**config.mk**
```make
export PLATFORM = sky130hd
export DESIGN_NAME = cicd_integ
export DESIGN_NICKNAME = d
export VERILOG_FILES = /design/src/rtl/cicd_pkg.sv /design/src/rtl/cicd_integ.sv
export SDC_FILE = /design/constraint.sdc
export NUM_CORES = 2
export LEC_CHECK = 0
export ABC_CLOCK_PERIOD_IN_PS = 4250
export BUFFER_PORTS_ARGS = -buffer_cell sky130_fd_sc_hd__buf_2
export CORE_MARGIN = 3
export CORE_UTILIZATION = 45
export DETAILED_ROUTE_END_ITERATION = 10
export GPL_TIMING_DRIVEN = 1
export PLACE_DENSITY_LB_ADDON = 0.25
export SYNTH_ARGS = -nofsm -noshare
export SYNTH_HDL_FRONTEND = slang
export SYNTH_SLANG_ARGS = --single-unit
```
**constraint.sdc**
```tcl
create_clock -name clk -period 4.25 [get_ports clk]
set_input_delay 0.425 -clock clk [delete_from_list [all_inputs] [get_ports clk]]
set_output_delay 0.425 -clock clk [all_outputs]
set_load 0.01 [all_outputs]
```
**src/rtl/cicd_pkg.sv**
```systemverilog
// shared types and constants for the complex cic decimator
package cicd_pkg;

  // register field widths
  localparam int NUM_STAGES_W   = 3;
  localparam int DECIM_FACTOR_W = 7;
  localparam int SCALE_W        = 41;
  localparam int SCALE_FRAC     = 40;
  localparam int SCALE_LO_W     = 20;
  localparam int SCALE_HI_W     = SCALE_W - SCALE_LO_W;

  // clamped stage count, wide enough for up to eight stages
  localparam int STAGE_W = 4;

  // output counter width
  localparam int COUNT_W = 32;

  // configuration port
  localparam int CFG_DATA_W = 64;
  localparam int CFG_ADDR_W = 5;
  localparam int CFG_IDX_W  = 2;

  // register indexes (byte address is 8 times the index)
  localparam logic [CFG_IDX_W-1:0] REG_NUM_STAGES   = 2'd0;
  localparam logic [CFG_IDX_W-1:0] REG_DECIM_FACTOR = 2'd1;
  localparam logic [CFG_IDX_W-1:0] REG_NORM_SCALE   = 2'd2;

  // reset values
  localparam logic [NUM_STAGES_W-1:0]   NUM_STAGES_RESET   = 3'd1;
  localparam logic [DECIM_FACTOR_W-1:0] DECIM_FACTOR_RESET = 7'd1;
  localparam logic [SCALE_W-1:0]        SCALE_RESET        = 41'h100_0000_0000;

  // settings that every datapath section sees
  typedef struct packed {
    logic               clear;
    logic [STAGE_W-1:0] stages;
    logic [SCALE_W-1:0] scale;
  } ctrl_t;

endpackage

```
**src/rtl/cicd_integ.sv**
```systemverilog
// pipelined integrator cascade for the i and q channels
module cicd_integ #(
  parameter int MAX_STAGES = 5,
  parameter int ACC_WIDTH  = 46
) (
  input  logic                      clk,
  input  logic                      rst,
  input  cicd_pkg::ctrl_t           ctrl,
  input  logic                      in_valid,
  output logic                      in_ready,
  input  logic                      in_dec,
  input  logic [1:0][ACC_WIDTH-1:0] in_data,
  output logic                      out_valid,
  input  logic                      out_ready,
  output logic                      out_dec,
  output logic [1:0][ACC_WIDTH-1:0] out_data
);

  logic [MAX_STAGES:0]       rdy;
  logic [MAX_STAGES:0]       vin;
  logic [MAX_STAGES:0]       decin;
  logic [1:0][ACC_WIDTH-1:0] din [MAX_STAGES+1];

  assign rdy[MAX_STAGES] = out_ready;
  assign vin[0]          = in_valid;
  assign decin[0]        = in_dec;
  assign din[0]          = in_data;

  generate
    for (genvar j = 0; j < MAX_STAGES; j++) begin : g_stage
      logic                      v_r;
      logic                      dec_r;
      logic [1:0][ACC_WIDTH-1:0] acc;
      logic                      used;

      // stage takes part only below the configured count
      assign used = (j < int'(ctrl.stages));

      // a stage can take a new item when empty or when its item moves on
      assign rdy[j]     = !v_r || rdy[j+1];
      assign vin[j+1]   = v_r;
      assign decin[j+1] = dec_r;
      assign din[j+1]   = acc;

      // accumulator doubles as the stage output register
      always_ff @(posedge clk) begin
        if (rst || ctrl.clear) begin
          v_r <= 1'b0;
          acc <= '0;
        end else begin
          if (rdy[j]) begin
            v_r <= vin[j];
          end
          if (rdy[j] && vin[j]) begin
            for (int c = 0; c < 2; c++) begin
              acc[c] <= used ? (acc[c] + din[j][c]) : din[j][c];
            end
          end
        end
      end

      // decimation tag rides along
      always_ff @(posedge clk) begin
        if (rdy[j] && vin[j]) begin
          dec_r <= decin[j];
        end
      end
    end
  endgenerate

  assign in_ready  = rdy[0];
  assign out_valid = vin[MAX_STAGES];
  assign out_dec   = decin[MAX_STAGES];
  assign out_data  = din[MAX_STAGES];

endmodule

```
==> impl_metrics.env <==
export IMPL_gr_total_overflow=0
export IMPL_synth_seq_cells=470
export IMPL_synth_cell_types=94
export IMPL_endpoint_kind="flip-flop"
export IMPL_coreArea_um2=95580
export IMPL_worstPathArrival_ns=4.42
export IMPL_timing_worst_setup_path_type="flip-flop to flip-flop"
export IMPL_cts_path_max_buffers=3
export IMPL_htreeDepth=2
export IMPL_grt_usage=0.2425
export IMPL_tritoncts="built"
export IMPL_grt_pass1_wl_mm=206.6
export IMPL_drv_slew=0
export IMPL_grt_pass1_vias=37900
export IMPL_area_growth_pct=8.197
export IMPL_leakage_nw=21.22
export IMPL_cts_sinks=470
export IMPL_cts_root_buf="clkbuf_16"
export IMPL_synth_area_um2=43690
export IMPL_synthCells=5937
export IMPL_critPathLaunchType="flip-flop"
export IMPL_routabilityCongestion=0.9370
export IMPL_critical_path_top_delay_family="compound AO/OA/AOI/OAI gates"
export IMPL_crit_path_max_fanout=4
export IMPL_synthArstFlopShare=0
export IMPL_period_needed_ns=3.877
export IMPL_drtIter0Drc=3434
export IMPL_drc=0
export IMPL_hold_path_class="input port to flip-flop"
export IMPL_grt_max_degree=86
export IMPL_syn_nets=6540
export IMPL_yosys_warnings=0
export IMPL_whs_ns=0.06135
export IMPL_syn_area_per_cell_um2=7.358
export IMPL_synth_top_area_share=0.2131
export IMPL_place_hpwl_mm=96.74
export IMPL_yosysTopAreaCell="dfxtp_1"
export IMPL_hold_viol_final=0
export IMPL_nets=6453
export IMPL_finalSetupTns_ns=0
export IMPL_power_density_nw_per_um2=243.3
export IMPL_rows=113
export IMPL_drtPass1Iterations=6
export IMPL_design_area_um2=47270
export IMPL_wl_per_cell_um=17.97
export IMPL_die_h_um=317.6
export IMPL_clock_skew_ns=0.03220
export IMPL_io_pins=238
export IMPL_synthFlopType="dfxtp_1"
export IMPL_drv_cap=0
export IMPL_finalSetupViolations=0
export IMPL_vias_per_cell=5.953
export IMPL_antenna_left=0
export IMPL_vias=42680
export IMPL_ys_seq_area_frac=0.2165
export IMPL_dieArea_um2=100900
export IMPL_numCtsBuffers=57
export IMPL_seqCellArea_um2=9459
export IMPL_fin_crit_sh=0.9122
export IMPL_max_slew_worst_pin_slew_ns=0.9753
export IMPL_antenna_found_initial=8
export IMPL_rsz0062_at_grt="false"
export IMPL_critical_path_buf_inv_count=0
export IMPL_chipWidth_um=317.6
export IMPL_max_stage_delay_ns=0.41
export IMPL_p_total_w=0.01150
export IMPL_drive_gt1_frac=0.07969
export IMPL_port_buffers=196
export IMPL_clock_latency_ns=0.64
export IMPL_totalWireLength_mm=128.8
export IMPL_multiInputGateArea_um2=31950
export IMPL_post_cts_setup_buffer_count=0
export IMPL_path_cells="ha_1 > fa_1 > a21o_1 > a21o_1 > a2111oi_4 > o211ai_2 > a41oi_2 > o21ai_2 > a221o_1 > a311o_1 > a221o_1 > xor2_1 > nand2_1 > a21oi_1"
export IMPL_crit_required_ns=4.80
export IMPL_synth_edf_count=5
export IMPL_slowest_stage="fa_1"
export IMPL_placed_area_um2=45190
export IMPL_relSlewSlack=0.3498
export IMPL_start_util=0.4571
export IMPL_clkSlewWorstSetupHoldPaths_ns=0.06
export IMPL_ir_drop_uv=274.5
export IMPL_fillers=9579
export IMPL_synthTopCellsByArea="dfxtp_1 (21%), ha_1 (13%), a21oi_1 (7.8%)"
export IMPL_status="finished, final reports clean"
export IMPL_fmax_mhz=258.0
==> registers in the layout (all words and copies together) (netlist names) <==
signal,flops
g_stage.dec_r,4
out_valid,1
g_stage.v_r,4
out_data,92
din,368
out_dec,1
==> path summary, 6_finish.rpt <==
kind                  to  slack, ns   startpoint  cells after the start
max reg2reg     din[268]       0.37     din[230]                     14
min reg2reg  out_data[2]       0.49  out_data[2]                      2
max             din[268]       0.37     din[230]                     14
min             din[373]       0.06   in_data[5]                      3
==> report_power, final <==
| part | leakage [nW] | internal, W | switching [W] |
|---|---|---|---|
| Sequential | 3.81 | 0.00449 | 0.000114 |
| Combinational | 16.4 | 0.000577 | 0.000955 |
| Clock | 1.00 | 0.00328 | 0.00209 |
==> synth_stat cells (15+ instances only) <==
library cell and n:
nand2_1 812, a21oi_1 680, nor2_1 537, dfxtp_1 465, ha_1 450, o21ai_0 368, clkbuf_1 309, a21o_1 298
xnor2_1 241, a311oi_1 202, xor2_1 145, nand3_1 126, inv_1 100, buf_4 92, a211oi_1 90, a31oi_1 90
nor3_1 78, o21bai_1 75, nand4_1 67, nor2b_1 53, o211ai_1 52, nand2b_1 51, and3_1 49, o21a_1 44
or3_1 36, buf_1 33, o21ai_1 29, o31ai_1 25, a221oi_1 20, and2_1 20, a41oi_1 19, nor4_1 15
o22ai_1 15
==> layer usage <==
| layer | global-route usage | vias up | wire (um) |
|---|---|---|---|
| met5 | 0 | - | 55 |
| met4 | 0.03563 | 8 | 1534 |
| met3 | 0.03428 | 113 | 8575 |
| met2 | 0.3431 | 1146 | 50050 |
| met1 | 0.3885 | 19760 | 68590 |
| li1 | - | 21650 | - |
==> layout make-up <==
| cell class | count | area share |
|---|---|---|
| clock buffer | 76 | 0.03428 |
| timing repair buffer | 289 | 0.03849 |
| inverter | 103 | 0.008365 |
| antenna | 6 | 0.0003176 |
| tap | 1265 | 0.03349 |
| clock inverter | 31 | 0.009053 |
| multi-input combinational | 4929 | 0.6759 |
| sequential | 470 | 0.2001 |
==> layout by cell type, fill, tap and decap left out, drive strengths merged, types with 76 or more instances in the layout <==
cell,count
xor2,145
a31oi,90
nand3,126
clkbuf,76
nor2,537
a311oi,202
buf,288
o21bai,76
a211oi,94
inv,104
a21oi,681
nand2,812
ha,450
xnor2,241
dfxtp,465
nor3,78
o21ai,401
a21o,298
==> worst min-delay path, cell delays in order <==
cell      delay (ns)
buf_2           0.11
nand2_1         0.05
a311oi_1        0.07
==> logic make-up after synthesis <==
group / after synthesis / share of synthesized area
XOR/XNOR: 386 / 0.07739
buffers and inverters: 538 / 0.05416
AND/OR/NAND/NOR: 1909 / 0.1929
AO/OA/AOI/OAI: 2160 / 0.3223
flip-flops: 470 / 0.2165
multiplexers: 14 / 0.003351
adder cells (fa/ha/maj): 460 / 0.1335
==> through the flow <==
step,worst slack [ns],std cells,util
finish,0.3733,7169,0.4946
global route,0.03627,7163,0.4944
CTS,0.3388,7163,0.4943
detailed placement,0.2749,7055,0.4728
global placement,0.3190,7055,0.4728
floorplan,0.6810,5937,-
==> repair_timing <==
action	in CTS	in global routing
gates resized for setup	0	1
hold endpoints to repair	1	0
endpoints found under the setup margin	0	1
hold buffers	1	0
(Power assumes the default switching activity.)
