<file path="config.mk">
export PLATFORM = sky130hd
export DESIGN_NAME = cicd_comb
export DESIGN_NICKNAME = d
export VERILOG_FILES = /design/src/rtl/cicd_pkg.sv /design/src/rtl/cicd_comb.sv
export SDC_FILE = /design/constraint.sdc
export NUM_CORES = 2
export LEC_CHECK = 0
export BUFFER_PORTS_ARGS = -buffer_cell sky130_fd_sc_hd__buf_2
export CORE_MARGIN = 5
export CORE_UTILIZATION = 57
export DETAILED_ROUTE_END_ITERATION = 16
export GPL_ROUTABILITY_DRIVEN = 1
export PLACE_DENSITY = 0.87
export SETUP_SLACK_MARGIN = 0.02
export SYNTH_ARGS = -nofsm -noshare
export SYNTH_HDL_FRONTEND = slang
export SYNTH_SLANG_ARGS = --single-unit
</file>
<file path="constraint.sdc">
create_clock -name clk -period 6.64 [get_ports clk]
set_input_delay 0.664 -clock clk [delete_from_list [all_inputs] [get_ports clk]]
set_output_delay 0.664 -clock clk [all_outputs]
set_load 0.05 [all_outputs]
</file>
<file path="src/rtl/cicd_pkg.sv">
// shared types and constants for the complex cic decimator
package cicd_pkg;

  // register field widths
  localparam int NUM_STAGES_W   = 3;
  localparam int DECIM_FACTOR_W = 7;
  localparam int SCALE_W        = 41;
  localparam int SCALE_FRAC     = 40;
  localparam int SCALE_LO_W     = 20;
  localparam int SCALE_HI_W     = SCALE_W - SCALE_LO_W;

  // clamped stage count, wide enough for up to eight stages
  localparam int STAGE_W = 4;

  // output counter width
  localparam int COUNT_W = 32;

  // configuration port
  localparam int CFG_DATA_W = 64;
  localparam int CFG_ADDR_W = 5;
  localparam int CFG_IDX_W  = 2;

  // register indexes (byte address is 8 times the index)
  localparam logic [CFG_IDX_W-1:0] REG_NUM_STAGES   = 2'd0;
  localparam logic [CFG_IDX_W-1:0] REG_DECIM_FACTOR = 2'd1;
  localparam logic [CFG_IDX_W-1:0] REG_NORM_SCALE   = 2'd2;

  // reset values
  localparam logic [NUM_STAGES_W-1:0]   NUM_STAGES_RESET   = 3'd1;
  localparam logic [DECIM_FACTOR_W-1:0] DECIM_FACTOR_RESET = 7'd1;
  localparam logic [SCALE_W-1:0]        SCALE_RESET        = 41'h100_0000_0000;

  // settings that every datapath section sees
  typedef struct packed {
    logic               clear;
    logic [STAGE_W-1:0] stages;
    logic [SCALE_W-1:0] scale;
  } ctrl_t;

endpackage

</file>
<file path="src/rtl/cicd_comb.sv">
// pipelined comb (difference) cascade for the i and q channels
module cicd_comb #(
  parameter int MAX_STAGES = 5,
  parameter int ACC_WIDTH  = 46
) (
  input  logic                      clk,
  input  logic                      rst,
  input  cicd_pkg::ctrl_t           ctrl,
  input  logic                      in_valid,
  output logic                      in_ready,
  input  logic [1:0][ACC_WIDTH-1:0] in_data,
  output logic                      out_valid,
  input  logic                      out_ready,
  output logic [1:0][ACC_WIDTH-1:0] out_data
);

  logic [MAX_STAGES:0]       rdy;
  logic [MAX_STAGES:0]       vin;
  logic [1:0][ACC_WIDTH-1:0] din [MAX_STAGES+1];

  assign rdy[MAX_STAGES] = out_ready;
  assign vin[0]          = in_valid;
  assign din[0]          = in_data;

  generate
    for (genvar j = 0; j < MAX_STAGES; j++) begin : g_stage
      logic                      v_r;
      logic [1:0][ACC_WIDTH-1:0] dly;
      logic [1:0][ACC_WIDTH-1:0] dat;
      logic                      used;

      assign used = (j < int'(ctrl.stages));

      assign rdy[j]   = !v_r || rdy[j+1];
      assign vin[j+1] = v_r;
      assign din[j+1] = dat;

      // valid flag and delay line state
      always_ff @(posedge clk) begin
        if (rst || ctrl.clear) begin
          v_r <= 1'b0;
          dly <= '0;
        end else begin
          if (rdy[j]) begin
            v_r <= vin[j];
          end
          if (rdy[j] && vin[j] && used) begin
            dly <= din[j];
          end
        end
      end

      // difference against the previous decimated value
      always_ff @(posedge clk) begin
        if (rdy[j] && vin[j]) begin
          for (int c = 0; c < 2; c++) begin
            dat[c] <= used ? (din[j][c] - dly[c]) : din[j][c];
          end
        end
      end
    end
  endgenerate

  assign in_ready  = rdy[0];
  assign out_valid = vin[MAX_STAGES];
  assign out_data  = din[MAX_STAGES];

endmodule

</file>
==> results by stage <==
Status:
- The run finished with clean final reports.

Worst setup path:
- STA classifies the critical path startpoint as a flip-flop.
- The nature of the critical path endpoint is a flip-flop.
- The classification of the worst setup path is flip-flop to flip-flop.
- The worst endpoint data arrival time is 4.51 ns.
- STA puts the critical path data required time at 7.05 ns.
- The worst-path maximum fanout is 6.

Die:
- The floorplan die width is 338 um.
- The die is 338 um tall.
- The die outline area is 114,000 um2.
- The initialized floorplan defines 120 standard-cell rows.
- After floorplanning, the core was sized to cover 107,000 um2.
- The number of ports placed on the die boundary is 236.
- The starting density of the core is 57.3%.

STA:
- The post-route worst hold slack is 0.248 ns.
- The setup clock skew after layout is 0.0222 ns.
- For the finished layout, the period the worst path requires is 4.11 ns.
- The total negative setup slack is 0 ns.
- Setup repair after global routing left no endpoint under its margin.
- The hold violation count in the final report is 0.
- The slew at the pin closest to its max-slew limit is 1.16 ns.
- The final number of max-transition violations is 0.
- Headroom to the max-slew limit came out at 22.4%.
- The achievable frequency is 244 MHz.
- Setup violations remaining at the end of the flow were counted as 0.
- The worst path uses 61.8% of the clock period.

Run:
- Max-cap violations in this run came to 0.

Routing:
- In this run the remaining antenna-violating nets after routing total 0.
- The final layout contains routed wiring with a total length of 147 mm.
- The number of iterations in the first detailed-routing pass is 7.
- The first routing iteration left 4,674 violations.
- Dividing the detail-routed via count by the number of cells gives 5.85.
- The via count is 52,800.
- The average wire per cell in the routed design is 16.3 um.
- For this run, design rule violations remaining after detail routing come to 0.

CTS:
- Hold repair after CTS inserted 0 buffers.
- The later pin in the worst-skew pair is clocked with a latency of 0.68 ns.
- TritonCTS built the clock tree.
- The clock root buffer is sky130_fd_sc_hd__clkbuf_16.
- The CTS clock-pin slew for the worst setup and hold paths is 0.06 ns.
- The count of H-tree levels built during CTS is 3.
- Post-CTS timing repair inserted 0 buffers for setup.
- The total clock buffers created by CTS is 98.
- The CTS sink count is 925.
- The number of gates resized after CTS was 0.
- The longest clock path from root to sink contains 3 buffers.

Final layout:
- Compared with the post-synthesis result, the final layout area differs by 7.52%.
- The final cell utilization of the core is 61.7%.
- The filler cells instantiated in the layout total 9,072.
- The number of nets in the layout is 8,122.
- After routing the design area is 66,000 um2.
- The post-route netlist has 6.46% of its cells at a drive strength greater than 1.

Logic synthesis:
- The count of unique library cells instantiated by Yosys is 89.
- The Yosys warning count is 0.
- The most used flip-flop cell after synthesis is sky130_fd_sc_hd__dfxtp_1.
- Ranked by instance count, the synthesized netlist is headed by sky130_fd_sc_hd__nand2_1, sky130_fd_sc_hd__a21oi_1, sky130_fd_sc_hd__inv_1.
- The area of the mapped netlist is 61,400 um2.
- The number of synthesized register bits is 925.
- The library cell with the largest summed area after synthesis is sky130_fd_sc_hd__edfxtp_1.
- The share of flip-flops with an asynchronous set or reset after synthesis is 0%.
- In the synthesized netlist, the number of instances is 7,658.
- The total nets after synthesis is 8,260.
- Sequential elements use 37.7% of the synthesized area.
- Counting flops with a built-in enable in the synthesized netlist gives 460.
- The most used standard cell by instance count after synthesis is sky130_fd_sc_hd__nand2_1.
- The area share of the leading cell type in the synthesized netlist is 22.5%.
- The synthesized area per cell is 8.02 um2.
- Yosys attributes the largest share of cell area to sky130_fd_sc_hd__edfxtp_1, sky130_fd_sc_hd__dfxtp_1, sky130_fd_sc_hd__a21oi_1.

Pwr:
- In this run the static leakage power is 24.0 nW.
- Power spread over the standard cell area amounts to 222 nW/um2.
- The sequential group share of total power is 43.5%.
- Summing internal, switching and leakage power gives 0.0147 W.
- The worst vdd rail ir drop is 0.201 mV.
- The total internal power is 0.0107 W.
- Net switching is 26.8% of the power.
- Combinational logic burns 15.8% of the power.
- The fraction of power consumed by the clock network is 40.7%.
- The switching power of the nets is 0.00392 W.

Placed design:
- The count of input and output buffers is 194.
- Once placement finished, the instance area stood at 62,400 um2.
- The final weighted congestion in routability-driven placement is 0.940.
- The HPWL after detailed placement is 107 mm.

Global routing:
- The via count of the first global-routing pass came to 49,000.
- Global routing used 24.5% of the available tracks across all layers.
- The wire length of the first global-routing pass is 241 mm.
- The remaining global-route overflow is 0.
- The maximum number of pins on one net before global-route repair is 191.
- The initial antenna violation count is 3.

Min path:
- The kind of path behind the tightest hold check is primary input to flip-flop.
worst max-delay path, stage by stage (launching register included):
cell and delay (ns):
sky130_fd_sc_hd__edfxtp_1 0.44, sky130_fd_sc_hd__inv_1 0.07, sky130_fd_sc_hd__ha_1 0.23, sky130_fd_sc_hd__fa_1 0.42
sky130_fd_sc_hd__nand2b_1 0.19, sky130_fd_sc_hd__a21oi_1 0.29, sky130_fd_sc_hd__o221ai_1 0.25, sky130_fd_sc_hd__a21oi_1 0.25
sky130_fd_sc_hd__o21ai_0 0.20, sky130_fd_sc_hd__a21oi_1 0.54, sky130_fd_sc_hd__a41oi_1 0.34, sky130_fd_sc_hd__o31ai_1 0.37
sky130_fd_sc_hd__xnor2_1 0.15, sky130_fd_sc_hd__o21ai_0 0.10
cells in the final DEF (no fill, tap or decap), types with 39 or more instances in the layout:
| cell | Yosys | layout |
|---|---|---|
| sky130_fd_sc_hd__a31oi_1 | 61 | 60 |
| sky130_fd_sc_hd__nand2_1 | 1391 | 1385 |
| sky130_fd_sc_hd__o21ai_0 | 359 | 359 |
| sky130_fd_sc_hd__inv_1 | 560 | 560 |
| sky130_fd_sc_hd__and3_1 | 62 | 60 |
| sky130_fd_sc_hd__clkbuf_16 | 0 | 103 |
| sky130_fd_sc_hd__nor2_1 | 525 | 522 |
| sky130_fd_sc_hd__edfxtp_1 | 460 | 460 |
| sky130_fd_sc_hd__xor2_1 | 163 | 163 |
| sky130_fd_sc_hd__a211oi_1 | 39 | 39 |
| sky130_fd_sc_hd__a21o_1 | 278 | 278 |
| sky130_fd_sc_hd__o31ai_1 | 55 | 55 |
| sky130_fd_sc_hd__ha_1 | 450 | 450 |
| sky130_fd_sc_hd__a21oi_1 | 1188 | 1186 |
| sky130_fd_sc_hd__nand2b_1 | 64 | 63 |
| sky130_fd_sc_hd__o21bai_1 | 58 | 58 |
| sky130_fd_sc_hd__nand3_1 | 96 | 96 |
| sky130_fd_sc_hd__nor3_1 | 72 | 72 |
| sky130_fd_sc_hd__xnor2_1 | 202 | 202 |
| sky130_fd_sc_hd__o21a_1 | 63 | 63 |
| sky130_fd_sc_hd__nand4_1 | 87 | 87 |
| sky130_fd_sc_hd__buf_2 | 3 | 194 |
| sky130_fd_sc_hd__nor2b_1 | 61 | 59 |
| sky130_fd_sc_hd__dfxtp_1 | 465 | 465 |
routing by layer:
metal / share of wire (%) / vias to the layer above / track usage, % / wire (um)
met2: 45 / 1885 / 39.8 / 65800
met1: 46 / 24300 / 35.3 / 67700
met3: 6.9 / 253 / 3.09 / 10100
met4: 2.1 / 6 / 5.60 / 3060
met5: 0.027 / - / 0 / 39
li1: - / 26300 / - / -
flip-flops by register name, summed over array words and instances (netlist names):
signal,count
g_stage.v_r,4
out_data,92
din,368
g_stage.dly,460
out_valid,1
worst paths after layout:
kind,from,to,slack [ns],cells past startpoint
max,din[414],din[366],2.53,13
max reg2reg,din[414],din[366],2.53,13
min reg2reg,g_stage[2].dly[53],g_stage[2].dly[53],0.45,2
min,in_data[57],g_stage[0].dly[57],0.25,3
power groups by stage:
| stage | clock network, W | logic, W | registers [W] |
|---|---|---|---|
| after floorplan | 0 | 0.00173 | 0.00643 |
| after global placement | 0 | 0.00219 | 0.00648 |
| after detailed placement | 0 | 0.00225 | 0.00648 |
| after CTS | 0.00606 | 0.00227 | 0.00636 |
| after global routing | 0.00630 | 0.00257 | 0.00638 |
| final | 0.00596 | 0.00232 | 0.00637 |
metrics by stage:
stage               worst slack, ns  std cells
finish                         2.53       9011
global route                   2.39       9008
CTS                            2.62       9008
detailed placement             2.42       8823
global placement               2.47       8823
floorplan                     0.500       7658
logic make-up (layout without fill, tap and decap cells):
group | Yosys count | count (layout) | synth area share, %
and+or+nand+nor | 2530 | 2530 | 17.9
AOI/OAI and AO/OA | 2341 | 2341 | 22.7
buffers and inverters | 1026 | 973 | 6.84
DFF | 925 | 925 | 37.7
adders and majority gates | 460 | 460 | 9.50
xor gates and xnor gates | 365 | 365 | 5.21
muxes | 11 | 11 | 0.194
other | 0 | 3 | 0
final cells by class:
cell class              count  area (um2)  share of cell area (%)
diodes                      3        7.51                  0.0114
clock buffers             119        2720                    4.12
clock inverters            66         847                    1.28
inverters                 560        2100                    3.18
multi-input cells        5707       34200                    51.8
flip-flops and latches    925       23100                    35.0
well taps                1403        1760                    2.66
repair buffers            228        1260                    1.91
Note: power is estimated with default switching activity, not from simulation.
